## src/hdl/shower_top4_and_polar_energy_bins_macros.svh

```systemverilog
// assertion helpers, all clocked on clk and quiet while rst_n is low
`ifndef SHOWER_TOP4_AND_POLAR_ENERGY_BINS_MACROS_SVH
`define SHOWER_TOP4_AND_POLAR_ENERGY_BINS_MACROS_SVH

// property must hold at every active edge
`define STPB_ASSERT(lbl, prop, msg) \
  lbl: assert property (@(posedge clk) disable iff (!rst_n) (prop)) else $error(msg);

// expression must never be true
`define STPB_NEVER(lbl, expr, msg) \
  lbl: assert property (@(posedge clk) disable iff (!rst_n) !(expr)) else $error(msg);

`endif

```

## src/hdl/stpb_pkg.sv

```systemverilog
`timescale 1ns / 1ps
package stpb_pkg;

  localparam int TOP_COUNT  = 4;
  localparam int ANGLE_BITS = 12;

  localparam int NUM_BINS    = 4;
  localparam int BIN_IDX_W   = $clog2(NUM_BINS);
  localparam int ENERGY_W    = 16;
  localparam int POLAR_W     = ANGLE_BITS + 1;
  localparam int EDGE_W      = 12;
  localparam int SUM_W       = 24;
  localparam int RANK_W      = 2;
  localparam int CNT_W       = $clog2(TOP_COUNT + 1);
  localparam int CFG_IDX_W   = 3;
  localparam int NUM_CFG_REGS = NUM_BINS;
  localparam int CMP_W       = (ANGLE_BITS > EDGE_W) ? ANGLE_BITS : EDGE_W;
  localparam int ANGLE_PERIOD = 1 << ANGLE_BITS;
  localparam int ANGLE_HALF   = 1 << (ANGLE_BITS - 1);

  // register indexes
  localparam logic [CFG_IDX_W-1:0] REG_EDGE_COT_3_0 = CFG_IDX_W'(0);
  localparam logic [CFG_IDX_W-1:0] REG_EDGE_COT_2_5 = CFG_IDX_W'(1);
  localparam logic [CFG_IDX_W-1:0] REG_EDGE_COT_2_0 = CFG_IDX_W'(2);
  localparam logic [CFG_IDX_W-1:0] REG_EDGE_COT_1_5 = CFG_IDX_W'(3);

  localparam logic [EDGE_W-1:0] EDGE_RESET [NUM_BINS] = '{
    EDGE_W'(419), EDGE_W'(496), EDGE_W'(604), EDGE_W'(767)
  };

  typedef struct packed {
    logic                valid;
    logic [ENERGY_W-1:0] energy;
    logic [POLAR_W-1:0]  angle;
  } entry_t;

  // per-cycle controls shared by the cell row and the bin bank
  typedef struct packed {
    logic take;   // accepted request, not hot
    logic clear;  // accepted request closing the event
    logic load;   // copy next state into the drain row
    logic shift;  // drain row moves one place toward rank 0
  } ctl_t;

endpackage

```

## src/hdl/stpb_cell.sv

```systemverilog
`timescale 1ns / 1ps
module stpb_cell (
  input  logic                            clk,
  input  logic                            rst_n,
  input  stpb_pkg::ctl_t                  ctl,
  input  logic [stpb_pkg::ENERGY_W-1:0]   new_energy,
  input  logic [stpb_pkg::POLAR_W-1:0]    new_angle,
  input  logic                            prev_gt,
  input  stpb_pkg::entry_t                prev_entry,
  input  stpb_pkg::entry_t                drain_in,
  output logic                            gt,
  output stpb_pkg::entry_t                held,
  output stpb_pkg::entry_t                drain_out
);
  import stpb_pkg::*;

  entry_t held_r, held_nxt;
  entry_t drain_r, drain_nxt;
  logic [ENERGY_W-1:0] held_energy;

  // an empty place compares as energy zero
  assign held_energy = held_r.valid ? held_r.energy : '0;
  assign gt          = new_energy > held_energy;

  // sorted row: if the upper neighbor also beats its entry, this place shifts down
  always_comb begin
    held_nxt = held_r;
    if (ctl.take) begin
      if (prev_gt) begin
        held_nxt = prev_entry;
      end else if (gt) begin
        held_nxt.valid  = 1'b1;
        held_nxt.energy = new_energy;
        held_nxt.angle  = new_angle;
      end
    end
  end

  always_comb begin
    drain_nxt = drain_r;
    if (ctl.load) begin
      drain_nxt = held_nxt;
    end else if (ctl.shift) begin
      drain_nxt = drain_in;
    end
  end

  // only the held valid bit is reset (and cleared when the event closes); the payload is masked by it
  always_ff @(posedge clk) begin
    held_r.energy <= held_nxt.energy;
    held_r.angle  <= held_nxt.angle;
    drain_r       <= drain_nxt;
    if (!rst_n || ctl.clear) begin
      held_r.valid <= 1'b0;
    end else begin
      held_r.valid <= held_nxt.valid;
    end
  end

  assign held      = held_r;
  assign drain_out = drain_r;

endmodule

```

## src/hdl/stpb_bins.sv

```systemverilog
`timescale 1ns / 1ps
module stpb_bins (
  input  logic                            clk,
  input  logic                            rst_n,
  input  stpb_pkg::ctl_t                  ctl,
  input  logic [stpb_pkg::ENERGY_W-1:0]   new_energy,
  input  logic [stpb_pkg::POLAR_W-1:0]    new_angle,
  input  logic [stpb_pkg::EDGE_W-1:0]     edges [stpb_pkg::NUM_BINS],
  output logic [stpb_pkg::SUM_W-1:0]      head_sum
);
  import stpb_pkg::*;

  logic [SUM_W-1:0]      sums_r  [NUM_BINS];
  logic [SUM_W-1:0]      sums_nxt [NUM_BINS];
  logic [SUM_W-1:0]      drain_r [NUM_BINS];
  logic [ANGLE_BITS-1:0] t;
  logic [ANGLE_BITS:0]   mirror;
  logic [ANGLE_BITS-1:0] folded;
  logic [NUM_BINS-1:0]   sel;
  logic                  found;
  logic [SUM_W:0]        acc;

  // fold theta onto 0..pi/2 with the period of cot
  assign t      = new_angle[ANGLE_BITS-1:0];
  assign mirror = (ANGLE_BITS+1)'(ANGLE_PERIOD) - {1'b0, t};
  assign folded = (t <= ANGLE_BITS'(ANGLE_HALF)) ? t : mirror[ANGLE_BITS-1:0];

  always_comb begin
    found = 1'b0;
    sel   = '0;
    for (int b = 0; b < NUM_BINS; b++) begin
      if (!found && (CMP_W'(folded) < CMP_W'(edges[b]))) begin
        sel[b] = 1'b1;
        found  = 1'b1;
      end
    end
  end

  always_comb begin
    acc = '0;
    for (int b = 0; b < NUM_BINS; b++) begin
      if (sel[b]) begin
        acc = {1'b0, sums_r[b]} + (SUM_W+1)'(new_energy);
      end
    end
  end

  always_comb begin
    for (int b = 0; b < NUM_BINS; b++) begin
      sums_nxt[b] = sums_r[b];
      if (ctl.take && sel[b]) begin
        sums_nxt[b] = acc[SUM_W] ? '1 : acc[SUM_W-1:0];
      end
    end
  end

  always_ff @(posedge clk) begin
    if (!rst_n || ctl.clear) begin
      for (int b = 0; b < NUM_BINS; b++) begin
        sums_r[b] <= '0;
      end
    end else begin
      for (int b = 0; b < NUM_BINS; b++) begin
        sums_r[b] <= sums_nxt[b];
      end
    end
  end

  // drain row; ranks past the last bin read zero
  always_ff @(posedge clk) begin
    for (int b = 0; b < NUM_BINS; b++) begin
      if (ctl.load) begin
        drain_r[b] <= sums_nxt[b];
      end else if (ctl.shift) begin
        drain_r[b] <= (b == NUM_BINS - 1) ? '0 : drain_r[(b + 1) % NUM_BINS];
      end
    end
  end

  assign head_sum = drain_r[0];

endmodule

```

## src/hdl/shower_top4_and_polar_energy_bins.sv

```systemverilog
`timescale 1ns / 1ps
// Ranks the showers of one event by energy and sums their energy into four forward
// bins by folded polar angle. A shower request is taken every cycle; hot showers are
// skipped. The request marked event_end closes the event: the four ranked results
// (rank 0 first, rank 3 with final_result) leave on four consecutive output requests
// while the next event is already being collected. Only a second event_end arriving
// before the previous event's results have drained is held off. Configuration writes
// are taken any time the block is idle.
module shower_top4_and_polar_energy_bins (
  input  logic                            clk,
  input  logic                            rst_n,
  input  logic                            cfg_wr_en,
  input  logic [stpb_pkg::CFG_IDX_W-1:0]  cfg_index,
  input  logic [stpb_pkg::EDGE_W-1:0]     cfg_wdata,
  input  logic                            in_valid,
  output logic                            in_stall,
  input  logic [stpb_pkg::ENERGY_W-1:0]   in_shower_energy,
  input  logic [stpb_pkg::POLAR_W-1:0]    in_polar_angle,
  input  logic                            in_hot_flag,
  input  logic                            in_event_end,
  output logic                            out_valid,
  input  logic                            out_stall,
  output logic [stpb_pkg::RANK_W-1:0]     out_rank,
  output logic [stpb_pkg::ENERGY_W-1:0]   out_ranked_energy,
  output logic [stpb_pkg::POLAR_W-1:0]    out_ranked_angle,
  output logic                            out_rank_present,
  output logic [stpb_pkg::SUM_W-1:0]      out_bin_energy_sum,
  output logic                            out_final_result
);
  import stpb_pkg::*;
  `include "shower_top4_and_polar_energy_bins_macros.svh"

  logic [EDGE_W-1:0]    edges_r [NUM_BINS];
  logic [CNT_W-1:0]     cnt_r, cnt_nxt;
  logic [RANK_W-1:0]    rank_r, rank_nxt;
  logic                 in_acc, out_acc, drain_busy;
  ctl_t                 ctl;
  logic [TOP_COUNT-1:0] gt;
  entry_t               held  [TOP_COUNT];
  entry_t               drain [TOP_COUNT];
  logic [TOP_COUNT-1:0] held_valid;

  always_ff @(posedge clk) begin
    if (!rst_n) begin
      for (int b = 0; b < NUM_BINS; b++) begin
        edges_r[b] <= EDGE_RESET[b];
      end
    end else if (cfg_wr_en && (cfg_index < CFG_IDX_W'(NUM_CFG_REGS))) begin
      edges_r[cfg_index[BIN_IDX_W-1:0]] <= cfg_wdata;
    end
  end

  assign out_acc    = out_valid && !out_stall;
  assign drain_busy = (cnt_r > CNT_W'(1)) || ((cnt_r == CNT_W'(1)) && out_stall);
  assign in_stall   = in_event_end && drain_busy;
  assign in_acc     = in_valid && !in_stall;

  assign ctl.take  = in_acc && !in_hot_flag;
  assign ctl.clear = in_acc && in_event_end;
  assign ctl.load  = ctl.clear;
  assign ctl.shift = out_acc;

  always_comb begin
    cnt_nxt  = cnt_r;
    rank_nxt = rank_r;
    if (ctl.load) begin
      cnt_nxt  = CNT_W'(TOP_COUNT);
      rank_nxt = '0;
    end else if (out_acc) begin
      cnt_nxt  = cnt_r - CNT_W'(1);
      rank_nxt = rank_r + RANK_W'(1);
    end
  end

  always_ff @(posedge clk) begin
    if (!rst_n) begin
      cnt_r  <= '0;
      rank_r <= '0;
    end else begin
      cnt_r  <= cnt_nxt;
      rank_r <= rank_nxt;
    end
  end

  for (genvar k = 0; k < TOP_COUNT; k++) begin : g_cell
    logic   prev_gt;
    entry_t prev_entry;
    entry_t drain_in;
    if (k == 0) begin : g_first
      assign prev_gt    = 1'b0;
      assign prev_entry = '0;
    end else begin : g_rest
      assign prev_gt    = gt[k-1];
      assign prev_entry = held[k-1];
    end
    if (k == TOP_COUNT - 1) begin : g_last
      assign drain_in = '0;
    end else begin : g_mid
      assign drain_in = drain[k+1];
    end
    stpb_cell u_cell (
      .clk        (clk),
      .rst_n      (rst_n),
      .ctl        (ctl),
      .new_energy (in_shower_energy),
      .new_angle  (in_polar_angle),
      .prev_gt    (prev_gt),
      .prev_entry (prev_entry),
      .drain_in   (drain_in),
      .gt         (gt[k]),
      .held       (held[k]),
      .drain_out  (drain[k])
    );
    assign held_valid[k] = held[k].valid;
  end

  stpb_bins u_bins (
    .clk        (clk),
    .rst_n      (rst_n),
    .ctl        (ctl),
    .new_energy (in_shower_energy),
    .new_angle  (in_polar_angle),
    .edges      (edges_r),
    .head_sum   (out_bin_energy_sum)
  );

  assign out_valid         = (cnt_r != '0);
  assign out_rank          = rank_r;
  assign out_rank_present  = drain[0].valid;
  assign out_ranked_energy = drain[0].valid ? drain[0].energy : '0;
  assign out_ranked_angle  = drain[0].valid ? drain[0].angle : '0;
  assign out_final_result  = (cnt_r == CNT_W'(1));

  // occupied ranks always form a prefix of the row
  `STPB_ASSERT(a_valid_prefix, (held_valid & (held_valid + TOP_COUNT'(1))) == '0, "rank gap")
  // a new event is only handed to the drain row once the old one has left or its last rank is taken in the same cycle
  `STPB_ASSERT(a_load_free, ctl.load |-> (cnt_r == '0) || ((cnt_r == CNT_W'(1)) && out_acc), "drain overrun")
  // after the last rank is taken, output goes quiet unless another event closed
  `STPB_ASSERT(a_final_quiet, (out_acc && out_final_result && !ctl.load) |=> !out_valid, "extra result")

endmodule
```

## config.mk

```make
export PLATFORM = sky130hd
export DESIGN_NAME = shower_top4_and_polar_energy_bins
export DESIGN_NICKNAME = d
export VERILOG_FILES = /design/src/hdl/stpb_pkg.sv /design/src/hdl/stpb_cell.sv /design/src/hdl/stpb_bins.sv /design/src/hdl/shower_top4_and_polar_energy_bins.sv
export VERILOG_INCLUDE_DIRS = /design/src /design/src/hdl
export SDC_FILE = /design/constraint.sdc
export NUM_CORES = 1
export LEC_CHECK = 0
export ABC_AREA = 1
export CORE_UTILIZATION = 50
export DETAILED_ROUTE_END_ITERATION = 12
export DONT_BUFFER_PORTS = 1
export PLACE_DENSITY_LB_ADDON = 0.25
export SYNTH_ARGS = -nofsm -noshare
export SYNTH_HDL_FRONTEND = slang
export SYNTH_SLANG_ARGS = --single-unit
```

## constraint.sdc

```tcl
create_clock -name clk -period 8.7 [get_ports clk]
set_input_delay 0.87 -clock clk [delete_from_list [all_inputs] [get_ports clk]]
set_output_delay 0.87 -clock clk [all_outputs]
set_load 0.01 [all_outputs]
```

# --- Yosys cells after proc, flatten, opt, wreduce, memory -nomap -nowiden ---
# Memory sizes are Yosys's and may differ from the RTL's.
# Index checks and enable logic that the tools add are counted.
classes:
  add_sub_neg: 7
  reduce_logical: 27
  n_lt_le_gt_ge: 13
  muxes: 62
  n_bitwise: 10
  n_eq_ne: 1
ops:
  columns: ["op", "count"]
  rows:
  - ["$mux W30", 19]
  - ["$mux W24", 13]
  - ["$add A24 B16 Y25", 4]
  - ["$mux W25", 4]
  - ["$mux W16", 5]
  - ["$gt A16 B16 Y1", 4]
  - ["$bwmux W48", 1]
  - ["$lt A12 B12 Y1", 4]
  - ["$demux W12 S2", 1]
  - ["$mux W12", 2]
  - ["$logic_and A1 B1 Y1", 15]
  - ["$mux W1", 14]
  - ["$mux W13", 1]
  - ["$le A12 B12 Y1 const B", 1]
  - ["$sub A1 B12 Y12 const A", 1]
  - ["$or A1 B1 Y1", 8]
  - ["$logic_not A1 Y1", 7]
  - ["$mux W3", 2]
  - ["$eq A3 B1 Y1 const B", 1]
  - ["$ge A3 B3 Y1 const B", 1]
  - ["$gt A3 B1 Y1 const B", 1]
  - ["$lt A3 B1 Y1 const B", 1]
  - ["$lt A3 B3 Y1 const B", 1]
  - ["$not A2 Y3", 1]
  - ["other kinds (7)", 8]
word_totals:
  mem_count: 2
  ramBits: 192
  reg_bits: 293
  output_inout_bits: 59
mem_list:
  columns: ["memory", "depth", "width", "rd", "rd_ports_with_merged_regs", "write_ports", "line", "rtl"]
  rows:
  - ["u_bins.drain_r", 4, 24, 4, 0, 4, "stpb_bins.sv:15", "logic [SUM_W-1:0] drain_r [NUM_BINS];"]
  - ["u_bins.sums_r", 4, 24, 4, 0, 4, "stpb_bins.sv:13", "logic [SUM_W-1:0] sums_r [NUM_BINS];"]

# --- Logic depth before layout (Yosys ltp) ---
# Gate-level depths: netlist of run 1.
logic_depth:
  word_depth: 17
  ltp_mapped: 26

# --- Hierarchy ---
# A second synthesis of run 1 with hierarchy kept.
hier_totals:
  hier_cells: 4752
  hier_area_um2: 32018.2
by_module_without_submodules:
  columns: ["mod", "cells_per_inst", "area_per_inst_um2", "seq_area_each_um2", "n_inst"]
  rows:
  - ["stpb_bins", 2441, 15662.5, 4804.6, 1]
  - ["stpb_cell (g_cell[1].u_cell ...)", 496, 3524.6, 1501.4, 3]
  - ["stpb_cell (g_cell[0].u_cell)", 496, 3483.3, 1501.4, 1]
  - ["shower_top4_and_polar_energy_bins", 327, 2298.5, 1061.0, 1]

# --- Least setup slack after synthesis of run 1 ---
# No wires, ideal clock.
synth_timing:
  path_type: "input to register"
  start: "input port out_stall"
  end: "register g_cell[0].u_cell.drain_r (netlist bit g_cell[0].u_cell.drain_out[0]) (enable)"
  path_buffers: 2
  path_slack_ps: 1553
  arrival_ps: 5438
  setup_time_ps: 1710
  path_stages: 9
  t_required_ps: 6990
  cell_sequence: "inv_1 nand2_1 nand3_1 nand2_1 inv_1 nand2_1 clkbuf_1 clkbuf_1 nand2_1"
synth_via:
  elab_chain_cells: 7
  elab_cells_between_ends: 9
  cone_classes: "9 x reduce/logical"
synth_rtl:
  columns: ["item", "line", "rtl"]
  rows:
  - ["start, declared", "shower_top4_and_polar_energy_bins.sv:22", "input logic out_stall,"]
  - ["$logic_and A1 B1 Y1", "shower_top4_and_polar_energy_bins.sv:54", "assign drain_busy = (cnt_r > CNT_W'(1)) || ((cnt_r == CNT_W'(1)) && out_stall);"]
  - ["$logic_or A1 B1 Y1", "shower_top4_and_polar_energy_bins.sv:54", null]
  - ["$logic_and A1 B1 Y1", "shower_top4_and_polar_energy_bins.sv:55", "assign in_stall = in_event_end && drain_busy;"]
  - ["$logic_not A1 Y1", "shower_top4_and_polar_energy_bins.sv:56", "assign in_acc = in_valid && !in_stall;"]
  - ["$logic_and A1 B1 Y1", "shower_top4_and_polar_energy_bins.sv:56", null]
  - ["$logic_and A1 B1 Y1", "shower_top4_and_polar_energy_bins.sv:59", "assign ctl.clear = in_acc && in_event_end;"]
  - ["$reduce_bool A2 Y1 (no line) (*)", null, null]
  - ["end signal, assigned", "stpb_cell.sv:52", "drain_r <= drain_nxt;"]
  - ["end, declared", "stpb_cell.sv:18", "entry_t drain_r, drain_nxt;"]
# Every way passes the cells marked *; elsewhere a longest branch is shown, timed or not.
# A chain may end at the register's enable or synchronous reset.

==> impl_summary.txt, run 1 <==
----------------------------------------------------
[STA]
  Period minus WS final ... about 5.5 ns
  Transition time at the pin with the least slew margin ... about 1.1 ns
  Number of hold violations in the final report ... 0
  Peak clock frequency supported by timing ... approximately 180 MHz
  Final setup violation count ... 0
  Final worst-path cycle share ... 0.630
  Summed negative setup slack over all endpoints ... 0 ns
  Final Max Slew Viols ... 0
  Clock Skews ... between 0.03 and 0.04 ns
  Worst max-slew margin expressed relative to the limit ... 0.253
  RSZ-0062 raised after global routing ... false

[Drt]
  Initial detailed-routing violation count ... around 3200
  Via total after detailed routing ... around 28000
  Final routed wirelength across all metal layers ... a little under 100000 um
  First-pass iteration count of the detailed router ... 6
  Routed length per placed instance ... between 15 and 20 um
  Wire length on met2 ... between 30000 and 40000 um
  Metal-1 WL ... ~47000 um
  Max Used Layer ... met4
  Via/cell ratio ... about 5.5
  Routed length on met3 ... 10300 um
  DR DRC count ... 0
  Post-route ant nets ... 0

[Power]
  Switching pwr ... 2.81 mW
  Pwr Total ... just under 8 mW
  Max VDD drop ... 0.168 mV
  Logic gate share of total power ... 0.253
  Static Leak ... about 16 nW
  Relative contribution of the clock network to total power ... 0.297
  Power share of the sequential group ... 0.450
  Sw frac ... 0.360
  Internal power consumption ... 5.00 mW
  Power per cell area ... 239 mW/mm^2

[Synthesis]
  Share of Yosys cell area claimed by the top area cell type ... 0.212
  Top FF cell, synth ... sky130_fd_sc_hd__dfxtp_1
  Sequential-to-total area share from yosys stat ... 0.388
  Fraction of synthesis flops using an asynchronous set or reset pin ... 0
  Mapped Cells ... ~4400
  Cell types occupying the most area after synthesis ... sky130_fd_sc_hd__edfxtp_1, sky130_fd_sc_hd__nand2_1, sky130_fd_sc_hd__dfxtp_1, sky130_fd_sc_hd__ha_1, sky130_fd_sc_hd__nand3_1
  Most common cell in the netlist ... sky130_fd_sc_hd__nand2_1
  Number of warnings reported in the yosys synthesis log ... 0
  Summed instance area of the synthesized netlist ... 0.0306 mm^2
  Nets in the synthesized netlist ... roughly 4700
  Cell type contributing the most total cell area after synthesis ... sky130_fd_sc_hd__edfxtp_1
  Average cell area after synthesis ... 6.90 um^2
  Number of storage elements in the synthesis netlist ... just under 500
  Number of distinct library cells after synthesis ... 44
  Post-synth EDFFs ... approximately 220
  Synth cell count leaders ... sky130_fd_sc_hd__nand2_1, sky130_fd_sc_hd__inv_1, sky130_fd_sc_hd__nand3_1, sky130_fd_sc_hd__nor2_1, sky130_fd_sc_hd__dfxtp_1

[Clocking]
  Number of buffers added for setup after CTS ... 0
  Cell at the root of the clock tree ... sky130_fd_sc_hd__clkbuf_16
  Clock tree from TritonCTS ... built
  Clock insertion delay at the later pin of the skew report ... 0.64 ns
  Number of buffers between clock root and the deepest sink ... 3
  Total CTS buffers ... between 50 and 60
  Number of levels in the clock H-tree ... 2
  Clock transition at path regs ... 0.06 ns
  Post-cts hold buffer count ... 0
  Sinks on Clock Net ... ~490
  Number of cells upsized or downsized after cts ... 0

[Placed design]
  Number of placed instances, taps included ... 5045
  Global placement routability congestion ... between 0.9 and 1
  Port Buf Inserts ... 0
  Estimated wirelength of the detail-placed design ... 69300 um

[Layout]
  Layout net count ... 4549
  Fraction of the core area covered by cells at the end of the flow ... 0.541
  Antenna diode count ... 0
  Non-filler cells in the finished layout ... just over 5000
  Proportion of layout cells with a drive suffix above 1 ... 0.0537
  Total of fill cells in the finished design ... between 5000 and 6000
  Area growth from synthesis to final layout ... 6.78%

[Setup path]
  Worst reg2reg setup slack ... 4.14 ns
  Worst Setup Start Kind ... primary input
  Number of cells on the worst reg-to-reg path ... 15
  Arrival @ worst endpoint ... 5.85 ns
  Endpoint class of the critical path ... flip-flop
  Terminus of the critical flop-to-flop path ... u_bins.drain_r[0][37]$_DFFE_PP_
  Classification of the worst setup path ... in -> reg
  Maximum fanout along the worst path ... 66
  Data required, critical path ... ~9.1 ns
  Launching point of the worst reg2reg path ... cnt_r[1]$_SDFFE_PP0P_

[Floorplanning]
  Ports placed on the boundary ... between 100 and 150
  Core outline area ... around 0.060 mm^2
  Cell Rows ... 90
  Height of the die ... 249 um
  Width of the die ... 249 um
  Effective utilization at floorplan ... 0.506
  Die area ... around 0.062 mm^2

[GRT]
  All-Layer GR Usage ... 0.308
  Number of antenna violations at the first check in global routing ... 1
  Total global routing overflow ... 0
  Number of global-route vias before repair ... roughly 25000
  Global-route wire length before repair ... ~150000 um
  Pin count of the biggest net entering global routing ... 104

[Worst hold path]
  Class of the tightest hold or removal check ... in -> reg
  Cells on Worst Hold Path ... 1
  Hold path endpoint ... edges_r[4]$_SDFFE_PN1P_
  Startpoint of the worst hold path ... rst_n

[Run]
  Count of max-cap constraint violations ... 0

[Status]
  Result of the run ... completed

----------------------------------------------------
## through the flow
stage,setup WS (ns),area [um^2],hold WS (ns)
3_3_place_gp,2.79,30900,0.449
3_5_place_dp,2.76,30900,0.454
5_1_grt,2.91,32700,0.317
4_1_cts,3.37,32700,0.301
2_1_floorplan,1.55,30600,0.429
6_report,3.22,32700,0.336
## routing by layer
layer  track usage  vias to the layer above
li1              -                    14000
met1         0.495                    12900
met2         0.421                     1193
met3        0.0584                       97
met4        0.0614                        0
met5             0                        -
## worst max-delay path, cell delays in order
cell	delay [ns]
sky130_fd_sc_hd__inv_2	0.06
sky130_fd_sc_hd__ha_1	0.24
sky130_fd_sc_hd__nand4_1	0.11
sky130_fd_sc_hd__nor2_1	0.08
sky130_fd_sc_hd__a21oi_1	0.38
sky130_fd_sc_hd__inv_1	0.20
sky130_fd_sc_hd__nor2_1	0.25
sky130_fd_sc_hd__xor2_1	0.55
sky130_fd_sc_hd__ha_1	0.35
sky130_fd_sc_hd__nand2_1	0.05
sky130_fd_sc_hd__inv_1	0.03
sky130_fd_sc_hd__nand2_1	0.07
sky130_fd_sc_hd__nand2_2	0.11
sky130_fd_sc_hd__a21oi_4	0.13
sky130_fd_sc_hd__buf_4	0.31
sky130_fd_sc_hd__nor2_2	0.06
sky130_fd_sc_hd__buf_4	0.23
sky130_fd_sc_hd__nand2_1	0.10
sky130_fd_sc_hd__nand3_1	0.12
sky130_fd_sc_hd__nor2_4	0.64
sky130_fd_sc_hd__buf_12	0.40
sky130_fd_sc_hd__nand3_1	0.18
sky130_fd_sc_hd__nand3_1	0.13
sky130_fd_sc_hd__nand2_1	0.06
## worst max-delay path by stage
stage | startpoint | end | slack [ns]
after floorplan | out_stall | g_cell[0].u_cell.drain_out[0]$_DFFE_PP_ | 1.55
after global placement | in_polar_angle[0] | u_bins.drain_r[1][38]$_SDFFCE_PP0P_ | 2.79
after detailed placement | in_polar_angle[0] | u_bins.drain_r[1][34]$_SDFFCE_PP0P_ | 2.76
after CTS | in_polar_angle[0] | u_bins.drain_r[1][39]$_SDFFCE_PP0P_ | 3.37
after global routing | in_polar_angle[1] | u_bins.drain_r[0][12]$_DFFE_PP_ | 2.91
final | in_polar_angle[0] | u_bins.drain_r[0][15]$_DFFE_PP_ | 3.22
## kinds of logic after synthesis
family,after synthesis,share of synthesized area
adders and majority gates,180,0.0745
AOI/OAI and AO/OA,401,0.0716
xor gates and xnor gates,49,0.0140
and+or+nand+nor,2607,0.358
buffers and inverters,712,0.0940
DFF,485,0.388
## state kept, by name, summed over array words and instances, names as in the netlist
signal / count
cnt_r: 3
edges_r: 48
g_cell.u_cell.drain_out: 120
g_cell.u_cell.held: 120
out_rank: 2
u_bins.drain_r: 96
u_bins.sums_r: 96
## layout by cell type (no fill, tap or decap), drive strengths merged
| cell type | instances |
|---|---|
| a21o | 2 |
| nand2 | 1699 |
| nand3b | 12 |
| bufinv | 5 |
| o211ai | 53 |
| o21ai | 183 |
| nor3 | 26 |
| and2 | 7 |
| o21a | 5 |
| o22ai | 1 |
| a31oi | 4 |
| fa | 4 |
| or2 | 54 |
| buf | 27 |
| clkbuf | 74 |
| a21boi | 1 |
| nor3b | 3 |
| xnor2 | 12 |
| dfxtp | 269 |
| nor2 | 318 |
| xor2 | 37 |
| clkinv | 18 |
| nand4 | 36 |
| nor4 | 2 |
| o21bai | 6 |
| clkinvlp | 2 |
| edfxtp | 216 |
| inv | 513 |
| nand3 | 450 |
| a21oi | 146 |
| ha | 176 |
## cell type report
type / instances / area (um^2) / area share
flip-flops and latches: 485 / 11900 / 0.363
clock inverters: 24 / 290 / 0.00888
well taps: 782 / 978 / 0.0299
clock buffers: 74 / 1470 / 0.0448
multi-input cells: 3237 / 15900 / 0.488
repair buffers: 27 / 215 / 0.00658
inverters: 514 / 1930 / 0.0591
## power by group through the flow
stage	clock [mW]	combinational, mW	sequential (mW)
floorplan	0	1.50	3.40
global placement	0	1.91	3.54
detailed placement	0	1.93	3.54
CTS	2.33	1.95	3.50
global route	2.42	2.21	3.58
finish	2.32	1.98	3.51
Note: power is estimated with default switching activity, not from simulation.
==> inputs of run 2 (changes only) <==
clock period = 4.65 ns   (was 8.7 ns; I/O delays follow)
==> run 2 against run 1 <==
Against the previous run: clock power up 95%; register-to-register slack lost 3.3 ns; routed wire length rose by 2.4%; count of clock-buffer cells in the layout decreased by 1; largest cell class unchanged; largest power group unchanged; highest routed layer unchanged.
==> impl_summary.txt, run 2 (synthesis gave the netlist of run 1 again) <==
----------------------------------------------------
[STA]
  Worst hold slack after final layout ... around 0.038 ns
  Final setup violation count ... 0
  Clock Skews ... about 0.027 ns
  Summed negative setup slack over all endpoints ... 0 ns
  Transition time at the pin with the least slew margin ... 1.07 ns
  Number of hold violations in the final report ... 0
  RSZ-0062 raised after global routing ... false
  Period minus WS final ... roughly 4.0 ns
  Crit path setup slack, layout ... 0.601 ns
  Final Max Slew Viols ... 0
  Peak clock frequency supported by timing ... about 250 MHz
  Worst max-slew margin expressed relative to the limit ... 0.288
  Final worst-path cycle share ... 0.871

[GRT]
  Global-route layer with the greatest usage ... met1
  Routing usage on met2 ... 0.420
  Global routing met3 resource utilization ... 0.0927
  All-Layer GR Usage ... 0.316
  Total global routing overflow ... 0
  Number of global-route vias before repair ... ~26000
  Pin count of the biggest net entering global routing ... slightly below 100
  Global-route wire length before repair ... around 150000 um
  Met1 Usage GRT ... 0.493
  Number of antenna violations at the first check in global routing ... 0

[Layout]
  Leading cell type in the layout, fill and taps excluded ... sky130_fd_sc_hd__nand2_1
  Layout net count ... around 4600
  Area growth from synthesis to final layout ... 8.82%
  Proportion of layout cells with a drive suffix above 1 ... 0.0612
  Finished layout cell area ... between 0.03 and 0.04 mm^2
  Commonest cells after routing, fill and taps aside ... sky130_fd_sc_hd__nand2_1, sky130_fd_sc_hd__inv_1, sky130_fd_sc_hd__nand3_1, sky130_fd_sc_hd__nor2_1, sky130_fd_sc_hd__dfxtp_1
  Total of fill cells in the finished design ... ~6000
  Antenna diode count ... 0
  Fraction of the core area covered by cells at the end of the flow ... 0.551

[Setup path]
  Classification of the worst setup path ... in -> reg
  Worst Setup Start Kind ... primary input
  Cell-by-cell trace of the critical path ... inv_1 -> ha_1 -> nand4_1 -> nor2_1 -> a21oi_1 -> buf_4 -> a21oi_1 -> ha_1 -> nand2_1 -> inv_1 -> nand2_1 -> nand2_1 -> a21oi_1 -> nand2_4 -> nand2_2 -> nand3b_4 -> buf_4 -> nor2_1 -> nor2_1 -> nand3_1 -> o21ai_1 -> nor2_1
  Worst setup path start ... in_polar_angle[1]
  Data required, critical path ... 5.01 ns
  Family with the most delay on the worst path ... simple AND/OR/NAND/NOR gates
  Maximum fanout along the worst path ... 17
  Endpoint class of the critical path ... flip-flop
  Launching point of the worst reg2reg path ... cnt_r[1]$_SDFFE_PP0P_
  Arrival @ worst endpoint ... roughly 4.4 ns
  Standard cell with the maximum stage delay on the critical path ... sky130_fd_sc_hd__nor2_1
  Cell repeated most along the worst path ... sky130_fd_sc_hd__nor2_1
  Count of buffer and inverter cells on the critical path ... 4
  Maximum single-stage delay on the critical path ... approximately 0.46 ns

[Floorplanning]
  Ports placed on the boundary ... 110
  Height of the die ... 249 um
  Width of the die ... around 250 um
  Effective utilization at floorplan ... 0.506
  Cell Rows ... 90
  Die area ... between 0.06 and 0.07 mm^2
  Core outline area ... approximately 0.060 mm^2

[Clocking]
  Clock tree from TritonCTS ... built
  Number of levels in the clock H-tree ... 2
  Number of buffers between clock root and the deepest sink ... 3
  Clock insertion delay at the later pin of the skew report ... between 0.6 and 0.7 ns
  Sinks on Clock Net ... roughly 490
  Total CTS buffers ... 53
  Clock transition at path regs ... about 0.06 ns
  Number of cells upsized or downsized after cts ... 0
  Cell at the root of the clock tree ... sky130_fd_sc_hd__clkbuf_16

[Power]
  Power per cell area ... between 400 and 500 mW/mm^2
  Internal power consumption ... approximately 9.6 mW
  Sw frac ... 0.358
  Max VDD drop ... a little over 0.3 mV
  Logic gate share of total power ... 0.258
  Switching pwr ... 5.36 mW
  Power share of the sequential group ... 0.439
  Static Leak ... 16.5 nW
  Relative contribution of the clock network to total power ... 0.302

[Placed design]
  Port Buf Inserts ... 0
  Estimated wirelength of the detail-placed design ... 70300 um
  Pre-CTS setup slack ... between 0.1 and 0.15 ns
  Placed standard-cell area ... ~0.031 mm^2
  Global placement routability congestion ... between 0.9 and 1

[Status]
  Result of the run ... completed

[Drt]
  Post-route ant nets ... 0
  DR DRC count ... 0
  Routed length per placed instance ... around 19 um
  Initial detailed-routing violation count ... about 3600
  Via total after detailed routing ... ~28000
  First-pass iteration count of the detailed router ... 8
  Final routed wirelength across all metal layers ... around 100000 um
  Via/cell ratio ... 5.47

[Worst hold path]
  Class of the tightest hold or removal check ... in -> reg
  Startpoint of the worst hold path ... cfg_wdata[7]

[Run]
  Count of max-cap constraint violations ... 0

----------------------------------------------------
-- run 2: changes by cell type in the layout (fill, tap and decap cells not counted), sizes merged --
cell	before	now
dlygate4sd3	0	11
buf	27	52
inv	513	515
clkinv	18	15
clkinvlp	2	4
clkbuf	74	73
-- run 2: cell type report --
cell class                 count  area (um^2)  share of cell area
clock buffer                  73         1560              0.0467
clock inverter                25          300             0.00901
inverter                     514         1930              0.0580
multi-input combinational   3237        16000               0.479
sequential                   485        11900               0.356
tap                          782          978              0.0294
timing repair buffer          63          726              0.0218
-- run 2: through the flow --
| step | power (mW) | instances |
|---|---|---|
| floorplan | 9.08 | 4434 |
| global placement | 10.3 | 5069 |
| detailed placement | 10.4 | 5069 |
| CTS | 14.9 | 5179 |
| global route | 15.7 | 5179 |
| finish | 14.9 | 5179 |
-- run 2: worst reg2reg max path, stage by stage (launching register included) --
cell and delay [ns]:
sky130_fd_sc_hd__dfxtp_1 0.31, sky130_fd_sc_hd__inv_1 0.11, sky130_fd_sc_hd__ha_1 0.16, sky130_fd_sc_hd__inv_1 0.05
sky130_fd_sc_hd__nor2_1 0.23, sky130_fd_sc_hd__nand2_1 0.08, sky130_fd_sc_hd__nand3_1 0.11, sky130_fd_sc_hd__nand2_1 0.11
sky130_fd_sc_hd__nor2_4 0.57, sky130_fd_sc_hd__clkinv_2 0.50, sky130_fd_sc_hd__nor2_4 0.54, sky130_fd_sc_hd__clkinv_1 0.49
sky130_fd_sc_hd__nand2_1 0.24, sky130_fd_sc_hd__nand3_1 0.11, sky130_fd_sc_hd__nand2_1 0.08
-- run 2: per-layer routing --
layer | share of wire | vias to the layer above | routed length (um)
li1 | - | 14000 | -
met3 | 0.13 | 102 | 12600
met1 | 0.47 | 12900 | 47100
met5 | 0 | - | 0
met2 | 0.38 | 1384 | 38200
met4 | 0.019 | 0 | 1850
-- run 2: worst paths after layout --
path / endpoint / slack, ns / depth (start not counted)
min reg2reg: edges_r[19]$_SDFFE_PN0P_ / 0.46 / 2
max: u_bins.drain_r[1][28]$_SDFFCE_PP0P_ / 0.60 / 22
max reg2reg: u_bins.drain_r[0][45]$_DFFE_PP_ / 0.85 / 14
min: edges_r[19]$_SDFFE_PN0P_ / 0.04 / 2
-- run 2: repair_timing --
item                       in CTS  in global routing
hold buffers                   12                  0
setup endpoints to repair       0                  0
setup buffers                   0                  0
hold endpoints to repair       49                  0
-- run 2: power by group through the flow --
stage / Combinational [mW] / Clock, mW / Sequential, mW
detailed placement: 3.74 / 0 / 6.62
CTS: 3.79 / 4.55 / 6.54
global route: 4.30 / 4.70 / 6.67
finish: 3.86 / 4.52 / 6.56
floorplan: 2.81 / 0 / 6.27
global placement: 3.70 / 0 / 6.61
